### config.mk
export PLATFORM = sky130hd
export DESIGN_NAME = console_line_editor_rx_flat
export DESIGN_NICKNAME = d
export VERILOG_FILES = /design/src/rtl/core/cle_pkg.sv /design/src/rtl/core/cle_if.sv /design/src/rtl/core/console_line_editor_rx.sv /design/src/flat_wrapper.sv
export SDC_FILE = /design/constraint.sdc
export NUM_CORES = 1
export LEC_CHECK = 0
export ABC_AREA = 1
export ABC_CLOCK_PERIOD_IN_PS = 3000
export BUFFER_PORTS_ARGS = -buffer_cell sky130_fd_sc_hd__buf_4
export CAP_MARGIN = 10
export CORE_AREA = 4 4 140 276
export CTS_CLUSTER_SIZE = 12
export DETAILED_ROUTE_END_ITERATION = 8
export DIE_AREA = 0 0 144 280
export HOLD_SLACK_MARGIN = 0.1
export SETUP_SLACK_MARGIN = 0.02
export SYNTH_ARGS = -nofsm -noshare
export SYNTH_HDL_FRONTEND = slang
export SYNTH_SLANG_ARGS = --single-unit
### constraint.sdc
create_clock -name clk -period 3 [get_ports clk]
set_clock_uncertainty 0.15 [all_clocks]
set_input_delay 0.6 -clock clk [delete_from_list [all_inputs] [get_ports clk]]
set_output_delay 0.6 -clock clk [all_outputs]
set_load 0.05 [all_outputs]
### src/rtl/core/cle_pkg.sv
// ----------------------------------------------------------------------------
// cle_pkg
// Shared codes and types for the console line editor receive path.
// ----------------------------------------------------------------------------
package cle_pkg;

  localparam logic [1:0] OP_RX_BYTE = 2'd0;
  localparam logic [1:0] OP_RELEASE = 2'd1;
  localparam logic [1:0] OP_READ    = 2'd2;

  localparam logic [1:0] KIND_STATUS = 2'd0;
  localparam logic [1:0] KIND_ECHO   = 2'd1;
  localparam logic [1:0] KIND_READ   = 2'd2;

  localparam logic [7:0] CH_BS    = 8'h08;
  localparam logic [7:0] CH_DEL   = 8'h7F;
  localparam logic [7:0] CH_ESC   = 8'h1B;
  localparam logic [7:0] CH_CR    = 8'h0D;
  localparam logic [7:0] CH_LF    = 8'h0A;
  localparam logic [7:0] CH_SPACE = 8'h20;
  localparam logic [7:0] CH_LOW   = 8'h2B;
  localparam logic [7:0] CH_HIGH  = 8'h7B;

  localparam int LEN_W = 5;

  // Which set of results an accepted request produces.
  typedef enum logic [3:0] {
    RES_STATUS = 4'b0001,
    RES_CR     = 4'b0010,
    RES_ERASE  = 4'b0100,
    RES_READ   = 4'b1000
  } res_cls_t;

endpackage

### src/rtl/core/cle_if.sv
// ----------------------------------------------------------------------------
// cle_if
// Request and result channels of the console line editor.
// ----------------------------------------------------------------------------
interface cle_in_if;
  logic       valid;
  logic       ready;
  logic [1:0] opcode;
  logic [7:0] rx_byte;
  logic       framing_error;
  logic       overrun_error;
  logic [4:0] read_index;

  modport source (output valid, opcode, rx_byte, framing_error, overrun_error, read_index,
                  input ready);
  modport sink (input valid, opcode, rx_byte, framing_error, overrun_error, read_index,
                output ready);
endinterface

interface cle_out_if;
  logic       valid;
  logic       ready;
  logic [1:0] kind;
  logic [7:0] data_byte;
  logic       line_complete;
  logic [4:0] command_length;
  logic       last;

  modport source (output valid, kind, data_byte, line_complete, command_length, last,
                  input ready);
  modport sink (input valid, kind, data_byte, line_complete, command_length, last,
                output ready);
endinterface

### src/rtl/core/console_line_editor_rx.sv
// ----------------------------------------------------------------------------
// console_line_editor_rx
// Edits received console bytes into a command line held in a line memory.
// ----------------------------------------------------------------------------
// A request is taken every cycle while the result side keeps up; each request
// gives one result, except an erase of a character, which gives three echo
// results (BS, space, BS) in order, and no new request is taken until the last
// of them leaves the result stage. The line is kept in a memory of LINE_DEPTH
// bytes with a registered read port; the edit and the memory write happen in
// the cycle the request is taken, as does the read of the port. Entries not
// yet written since reset read as zero through a valid bit per entry, so no
// clearing pass is needed.
module console_line_editor_rx
  import cle_pkg::*;
#(
  parameter int LINE_DEPTH = 32
) (
  input  logic       clk,
  input  logic       rst_n,
  cle_in_if.sink     in_item,
  cle_out_if.source  out_item
);

  localparam int AW = $clog2(LINE_DEPTH);
  localparam logic [AW-1:0] LAST_POS = AW'(LINE_DEPTH - 1);

  logic [7:0]          line_mem_r [LINE_DEPTH];
  logic [LINE_DEPTH-1:0] vld_r;
  logic [7:0]          rd_data_r;
  logic                rd_ok_r;

  logic [AW-1:0]       wp_r, wp_nxt;
  logic [LEN_W-1:0]    cnt_r, cnt_nxt;
  logic                pend_r, pend_nxt;

  logic                s1_valid_r;
  res_cls_t            s1_cls_r, cls_nxt;
  logic [1:0]          s1_step_r;
  logic                s1_pend_r;
  logic [LEN_W-1:0]    s1_len_r;

  logic                out_valid_r;
  logic [1:0]          out_kind_r;
  logic [7:0]          out_data_r;
  logic                out_pend_r;
  logic [LEN_W-1:0]    out_len_r;
  logic                out_last_r;

  logic                we;
  logic [7:0]          wdata;
  logic [AW-1:0]       rd_addr;
  logic                rd_in_range;
  logic                accept;
  logic                s1_move;
  logic                s1_done;
  logic [1:0]          res_kind;
  logic [7:0]          res_data;
  logic                res_last;
  logic [7:0]          c;

  assign c           = in_item.rx_byte;
  assign rd_addr     = AW'(in_item.read_index);
  assign rd_in_range = 32'(in_item.read_index) < LINE_DEPTH;

  assign s1_move = s1_valid_r && (!out_valid_r || out_item.ready);
  assign s1_done = s1_move && ((s1_cls_r != RES_ERASE) || (s1_step_r == 2'd2));
  assign in_item.ready = !s1_valid_r || s1_done;
  assign accept = in_item.valid && in_item.ready;

  always_comb begin
    wp_nxt   = wp_r;
    cnt_nxt  = cnt_r;
    pend_nxt = pend_r;
    cls_nxt  = RES_STATUS;
    we       = 1'b0;
    wdata    = c;
    unique case (in_item.opcode)
      OP_RX_BYTE: begin
        if (in_item.framing_error || in_item.overrun_error || pend_r) begin
          cls_nxt = RES_STATUS;
        end else if (wp_r >= LAST_POS) begin
          we       = 1'b1;
          wdata    = 8'h00;
          wp_nxt   = '0;
          cnt_nxt  = '0;
          pend_nxt = 1'b0;
        end else begin
          we = 1'b1;
          priority if (c == CH_LF || c == CH_CR) begin
            wdata    = 8'h00;
            pend_nxt = 1'b1;
            cnt_nxt  = cnt_r + 1'b1;
            wp_nxt   = '0;
          end else if (c == CH_BS || c == CH_DEL) begin
            if (wp_r != '0) begin
              wp_nxt  = wp_r - 1'b1;
              cnt_nxt = cnt_r - 1'b1;
              cls_nxt = RES_ERASE;
            end
          end else if (c > CH_LOW && c < CH_HIGH) begin
            wp_nxt  = wp_r + 1'b1;
            cnt_nxt = cnt_r + 1'b1;
          end else if (c == CH_ESC) begin
            wp_nxt  = '0;
            cnt_nxt = '0;
            cls_nxt = RES_CR;
          end else begin
            cls_nxt = RES_STATUS;
          end
        end
      end
      OP_RELEASE: begin
        pend_nxt = 1'b0;
        wp_nxt   = '0;
        cnt_nxt  = '0;
      end
      OP_READ: begin
        cls_nxt = RES_READ;
      end
      default: begin
        cls_nxt = RES_STATUS;
      end
    endcase
  end

  always_ff @(posedge clk) begin
    if (accept && we) begin
      line_mem_r[wp_r] <= wdata;
    end
    if (accept) begin
      rd_data_r <= line_mem_r[rd_addr];
    end
  end

  always_ff @(posedge clk) begin
    if (!rst_n) begin
      vld_r   <= '0;
      rd_ok_r <= 1'b0;
      wp_r    <= '0;
      cnt_r   <= '0;
      pend_r  <= 1'b0;
    end else if (accept) begin
      if (we) begin
        vld_r[wp_r] <= 1'b1;
      end
      rd_ok_r <= rd_in_range && vld_r[rd_addr];
      wp_r    <= wp_nxt;
      cnt_r   <= cnt_nxt;
      pend_r  <= pend_nxt;
    end
  end

  always_ff @(posedge clk) begin
    if (!rst_n) begin
      s1_valid_r <= 1'b0;
      s1_cls_r   <= RES_STATUS;
      s1_step_r  <= '0;
    end else if (accept) begin
      s1_valid_r <= 1'b1;
      s1_cls_r   <= cls_nxt;
      s1_step_r  <= '0;
    end else if (s1_done) begin
      s1_valid_r <= 1'b0;
    end else if (s1_move) begin
      s1_step_r <= s1_step_r + 1'b1;
    end
  end

  always_ff @(posedge clk) begin
    if (accept) begin
      s1_pend_r <= pend_nxt;
      s1_len_r  <= cnt_nxt;
    end
  end

  always_comb begin
    res_kind = KIND_STATUS;
    res_data = 8'h00;
    res_last = 1'b1;
    unique case (s1_cls_r)
      RES_STATUS: begin
        res_kind = KIND_STATUS;
      end
      RES_CR: begin
        res_kind = KIND_ECHO;
        res_data = CH_CR;
      end
      RES_ERASE: begin
        res_kind = KIND_ECHO;
        res_data = (s1_step_r == 2'd1) ? CH_SPACE : CH_BS;
        res_last = (s1_step_r == 2'd2);
      end
      RES_READ: begin
        res_kind = KIND_READ;
        res_data = rd_ok_r ? rd_data_r : 8'h00;
      end
      default: begin
        res_kind = KIND_STATUS;
      end
    endcase
  end

  always_ff @(posedge clk) begin
    if (!rst_n) begin
      out_valid_r <= 1'b0;
    end else if (s1_move) begin
      out_valid_r <= 1'b1;
    end else if (out_item.ready) begin
      out_valid_r <= 1'b0;
    end
  end

  always_ff @(posedge clk) begin
    if (s1_move) begin
      out_kind_r <= res_kind;
      out_data_r <= res_data;
      out_pend_r <= s1_pend_r;
      out_len_r  <= s1_len_r;
      out_last_r <= res_last;
    end
  end

  assign out_item.valid          = out_valid_r;
  assign out_item.kind           = out_kind_r;
  assign out_item.data_byte      = out_data_r;
  assign out_item.line_complete  = out_pend_r;
  assign out_item.command_length = out_len_r;
  assign out_item.last           = out_last_r;

endmodule

### src/flat_wrapper.sv
// flat-port wrapper written by rule: the top's interface ports become plain ports
module console_line_editor_rx_flat import cle_pkg::*;
#(
  parameter int LINE_DEPTH = 32
)
  (clk, rst_n, in_item_valid, in_item_opcode, in_item_rx_byte, in_item_framing_error, in_item_overrun_error, in_item_read_index, in_item_ready, out_item_valid, out_item_kind, out_item_data_byte, out_item_line_complete, out_item_command_length, out_item_last, out_item_ready);
  cle_in_if in_item_i ();
  cle_out_if out_item_i ();
  input  logic clk;
  input  logic rst_n;
  input wire logic [$bits(in_item_i.valid)-1:0] in_item_valid;
  input wire logic [$bits(in_item_i.opcode)-1:0] in_item_opcode;
  input wire logic [$bits(in_item_i.rx_byte)-1:0] in_item_rx_byte;
  input wire logic [$bits(in_item_i.framing_error)-1:0] in_item_framing_error;
  input wire logic [$bits(in_item_i.overrun_error)-1:0] in_item_overrun_error;
  input wire logic [$bits(in_item_i.read_index)-1:0] in_item_read_index;
  output wire logic [$bits(in_item_i.ready)-1:0] in_item_ready;
  output wire logic [$bits(out_item_i.valid)-1:0] out_item_valid;
  output wire logic [$bits(out_item_i.kind)-1:0] out_item_kind;
  output wire logic [$bits(out_item_i.data_byte)-1:0] out_item_data_byte;
  output wire logic [$bits(out_item_i.line_complete)-1:0] out_item_line_complete;
  output wire logic [$bits(out_item_i.command_length)-1:0] out_item_command_length;
  output wire logic [$bits(out_item_i.last)-1:0] out_item_last;
  input wire logic [$bits(out_item_i.ready)-1:0] out_item_ready;
  assign in_item_i.valid = in_item_valid;
  assign in_item_i.opcode = in_item_opcode;
  assign in_item_i.rx_byte = in_item_rx_byte;
  assign in_item_i.framing_error = in_item_framing_error;
  assign in_item_i.overrun_error = in_item_overrun_error;
  assign in_item_i.read_index = in_item_read_index;
  assign in_item_ready = in_item_i.ready;
  assign out_item_valid = out_item_i.valid;
  assign out_item_kind = out_item_i.kind;
  assign out_item_data_byte = out_item_i.data_byte;
  assign out_item_line_complete = out_item_i.line_complete;
  assign out_item_command_length = out_item_i.command_length;
  assign out_item_last = out_item_i.last;
  assign out_item_i.ready = out_item_ready;
  console_line_editor_rx #(.LINE_DEPTH(LINE_DEPTH)) u_core (.clk(clk), .rst_n(rst_n), .in_item(in_item_i), .out_item(out_item_i));
endmodule
==> out/results.ini <==
[synthesis]
syn_area_per_cell_um2=11.2
synthTopCellsByArea=edfxtp_1 (60%), dfxtp_1 (7.2%), o21ai_0 (5.7%)
synth.distinct_cells=42
syn-num-nets=1328
synth_area_mm2=0.0145
synth_compound_area_frac=0.124
ys.warnings.count=0
synthArstFlopShare=0
synth_xor_area_frac=0.00606
ys_seq_area_frac=0.668
synthCells=1297
synthSimpleGateAreaFrac=0.137
post-synth-top-area-cell=edfxtp_1
synth_top_flop_cell=edfxtp_1
yosys_register_bits=339
synth_edf_count=287
synth_top_family_by_area=simple AND/OR/NAND/NOR gates
synth_mux_area_frac=0.000779
synth_adder_area_share=0.00865
synth_top_area_share=0.596
synth_common_cells=edfxtp_1 (287), nor2_1 (177), o21ai_0 (164)
synth.most_common_cell=edfxtp_1

[layout]
regArea_mm2=0.00966
fin_util=0.453
fin_cells=1839
drive_gt1_frac=0.137
multiInputGateArea_mm2=0.00404
nFillCells=3303
antenna_cells=0
finalNetCount=1392
area_growth_pct=14.4

[clock_tree]
cts_setup_buffers=0
clk_latency_ns=0.51
clk_pin_slew_ns=0.06
ctsLongestPathBuffers=3
cts_tree=built
cts_resized=0
htreeDepth=2
cts_num_sinks=339
cts_made_buffers=34
cts_root_buffer=clkbuf_16
cts_hold_repair.buffers=0

[sta]
max_slew.worst_pin.slew_ns=0.949
rsz0062_at_grt=no
drv_slew=0
max_freq_mhz=371
setup_viol=0
maxSlewHeadroom=0.366
hold_viol_final=0
fin_crit_sh=0.898
whs_ns=0.272
min_period_ns=2.69

[setup_path]
end_kind=flip-flop
path_buf_inv=2
critical_path.top_delay_family=simple AND/OR/NAND/NOR gates
critPathRequiredTime_ns=3.03
critical_path_class=flip-flop to flip-flop
cp_slowest_cell=nor2_4
start_kind=flip-flop
slowest_delay_ns=0.70
path_common_cell=ha_1
path_cells=ha_1 -> inv_1 -> nor3_1 -> ha_1 -> a21oi_4 -> nor2_1 -> buf_4 -> nor2_4
worstPathArrival_ns=2.72
crit_fanout=32
r2r_slack_ns=0.31

[global_route]
antenna_found_initial=0
grt_pass1_vias=10200
overflow=0
grt_max_degree=73
grt_pass1_wl_mm=60.4
grt_usage=0.198

[power]
leakage_nw=6.11
power_mw=9.81
p_per_area_mw_per_mm2=593
vdd_drop_max_mv=0.280

[floorplanning]
die_h_um=280
row_count=99
die_w_um=144
die_area_mm2=0.0403
core-area_mm2=0.0365
start_util=0.396
ios=40

[place]
dp.cells=1779
dp_hpwl_mm=27.3
routabilityCongestion=0.921
portBuffers=39

[worst_hold_path]
min_path_type=flip-flop to flip-flop

[route]
wire_per_inst_um=21.6
drc_errors=0
ant_nets=0
drt_iter0_markers=820
vias_per_cell=5.42
drt_wl_total_mm=39.7
routed-via-count=9974
drt_pass1_iterations=5

[job]
cap_violations=0

[status]
status=finished clean

-- final timing paths --
path | from | endpoint | depth (start not counted)
hold / removal | u_core.s1_len_r[2] | u_core.out_item.command_length[2] | 0
setup / recovery | u_core.wp_r[0] | u_core.line_mem_r[23][7] | 8
hold reg to reg | u_core.s1_len_r[2] | u_core.out_item.command_length[2] | 0
setup reg to reg | u_core.wp_r[0] | u_core.line_mem_r[23][7] | 8
-- report_power, final --
group / internal (mW) / switching [mW]
combinational: 0.223 / 0.519
sequential: 5.14 / 0.0250
clock: 2.21 / 1.70
-- area by class of cell --
class	instances	area share
Tap cell	454	0.0343
Multi-Input combinational cell	761	0.244
Timing Repair Buffer	92	0.0470
Clock buffer	58	0.0588
Inverter	133	0.0307
Sequential cell	339	0.584
Clock inverter	2	0.00106
-- metrics by stage --
| step | TNS, ns | cell area [um^2] | setup slack (ns) |
|---|---|---|---|
| 2_1_floorplan | 0 | 14500 | 0.316 |
| 3_3_place_gp | -0.0917 | 15600 | -0.0917 |
| 3_5_place_dp | -0.0848 | 15600 | -0.0848 |
| 4_1_cts | 0 | 16500 | 0.280 |
| 5_1_grt | 0 | 16500 | 0.171 |
| 6_report | 0 | 16500 | 0.306 |
-- worst register-to-register path, delay by kind of cell, from the launching register on --
kind,cells,cell delay (ns)
adders and majority gates,2,0.45
buffers and inverters,2,0.33
and+or+nand+nor,3,0.85
AOI/OAI and AO/OA,1,0.21
DFF,1,0.34
-- flip-flops by register name, summed over array words and instances (netlist names), 2 cells and up --
signal and flops:
u_core.cnt_r 5, u_core.line_mem_r 256, u_core.out_item.command_length 5, u_core.out_item.data_byte 8
u_core.out_item.kind 2, u_core.rd_data_r 8, u_core.s1_cls_r 4, u_core.s1_len_r 5
u_core.s1_step_r 2, u_core.vld_r 32, u_core.wp_r 5
-- layout by cell type, fill, tap and decap left out, types with 6 or more instances in the layout --
| cell type | synthesis | routed |
|---|---|---|
| nand2_2 | 7 | 7 |
| nor2_4 | 6 | 8 |
| clkbuf_1 | 40 | 22 |
| nand2_4 | 6 | 6 |
| edfxtp_1 | 287 | 287 |
| o221ai_1 | 54 | 54 |
| buf_12 | 0 | 7 |
| o22ai_1 | 11 | 11 |
| inv_1 | 117 | 117 |
| o21ai_0 | 164 | 164 |
| nand3_1 | 75 | 75 |
| clkbuf_16 | 0 | 35 |
| nor2_2 | 5 | 11 |
| a21oi_1 | 58 | 58 |
| nand4_1 | 7 | 7 |
| inv_2 | 10 | 10 |
| xor2_1 | 8 | 8 |
| dfxtp_1 | 52 | 52 |
| ha_1 | 10 | 10 |
| nor2_1 | 177 | 169 |
| nor3_1 | 9 | 9 |
| buf_4 | 5 | 85 |
| nand2_1 | 131 | 131 |
-- per-layer routing --
metal | global-route usage | up-vias | wire length [um]
li1 | - | 4712 | -
met2 | 0.369 | 276 | 21800
met3 | 0.0200 | 107 | 1250
met4 | 0.120 | 0 | 2670
met5 | 0 | - | 0
met1 | 0.210 | 4879 | 14000
-- kinds of logic after synthesis --
kind of cell    after synthesis
buf+inv                     197
xor+xnor                     10
compound gates              306
simple gates                434
flops                       339
mux                           1
fa+ha+maj                    10
No activity file was read; power rests on OpenSTA's default activity.
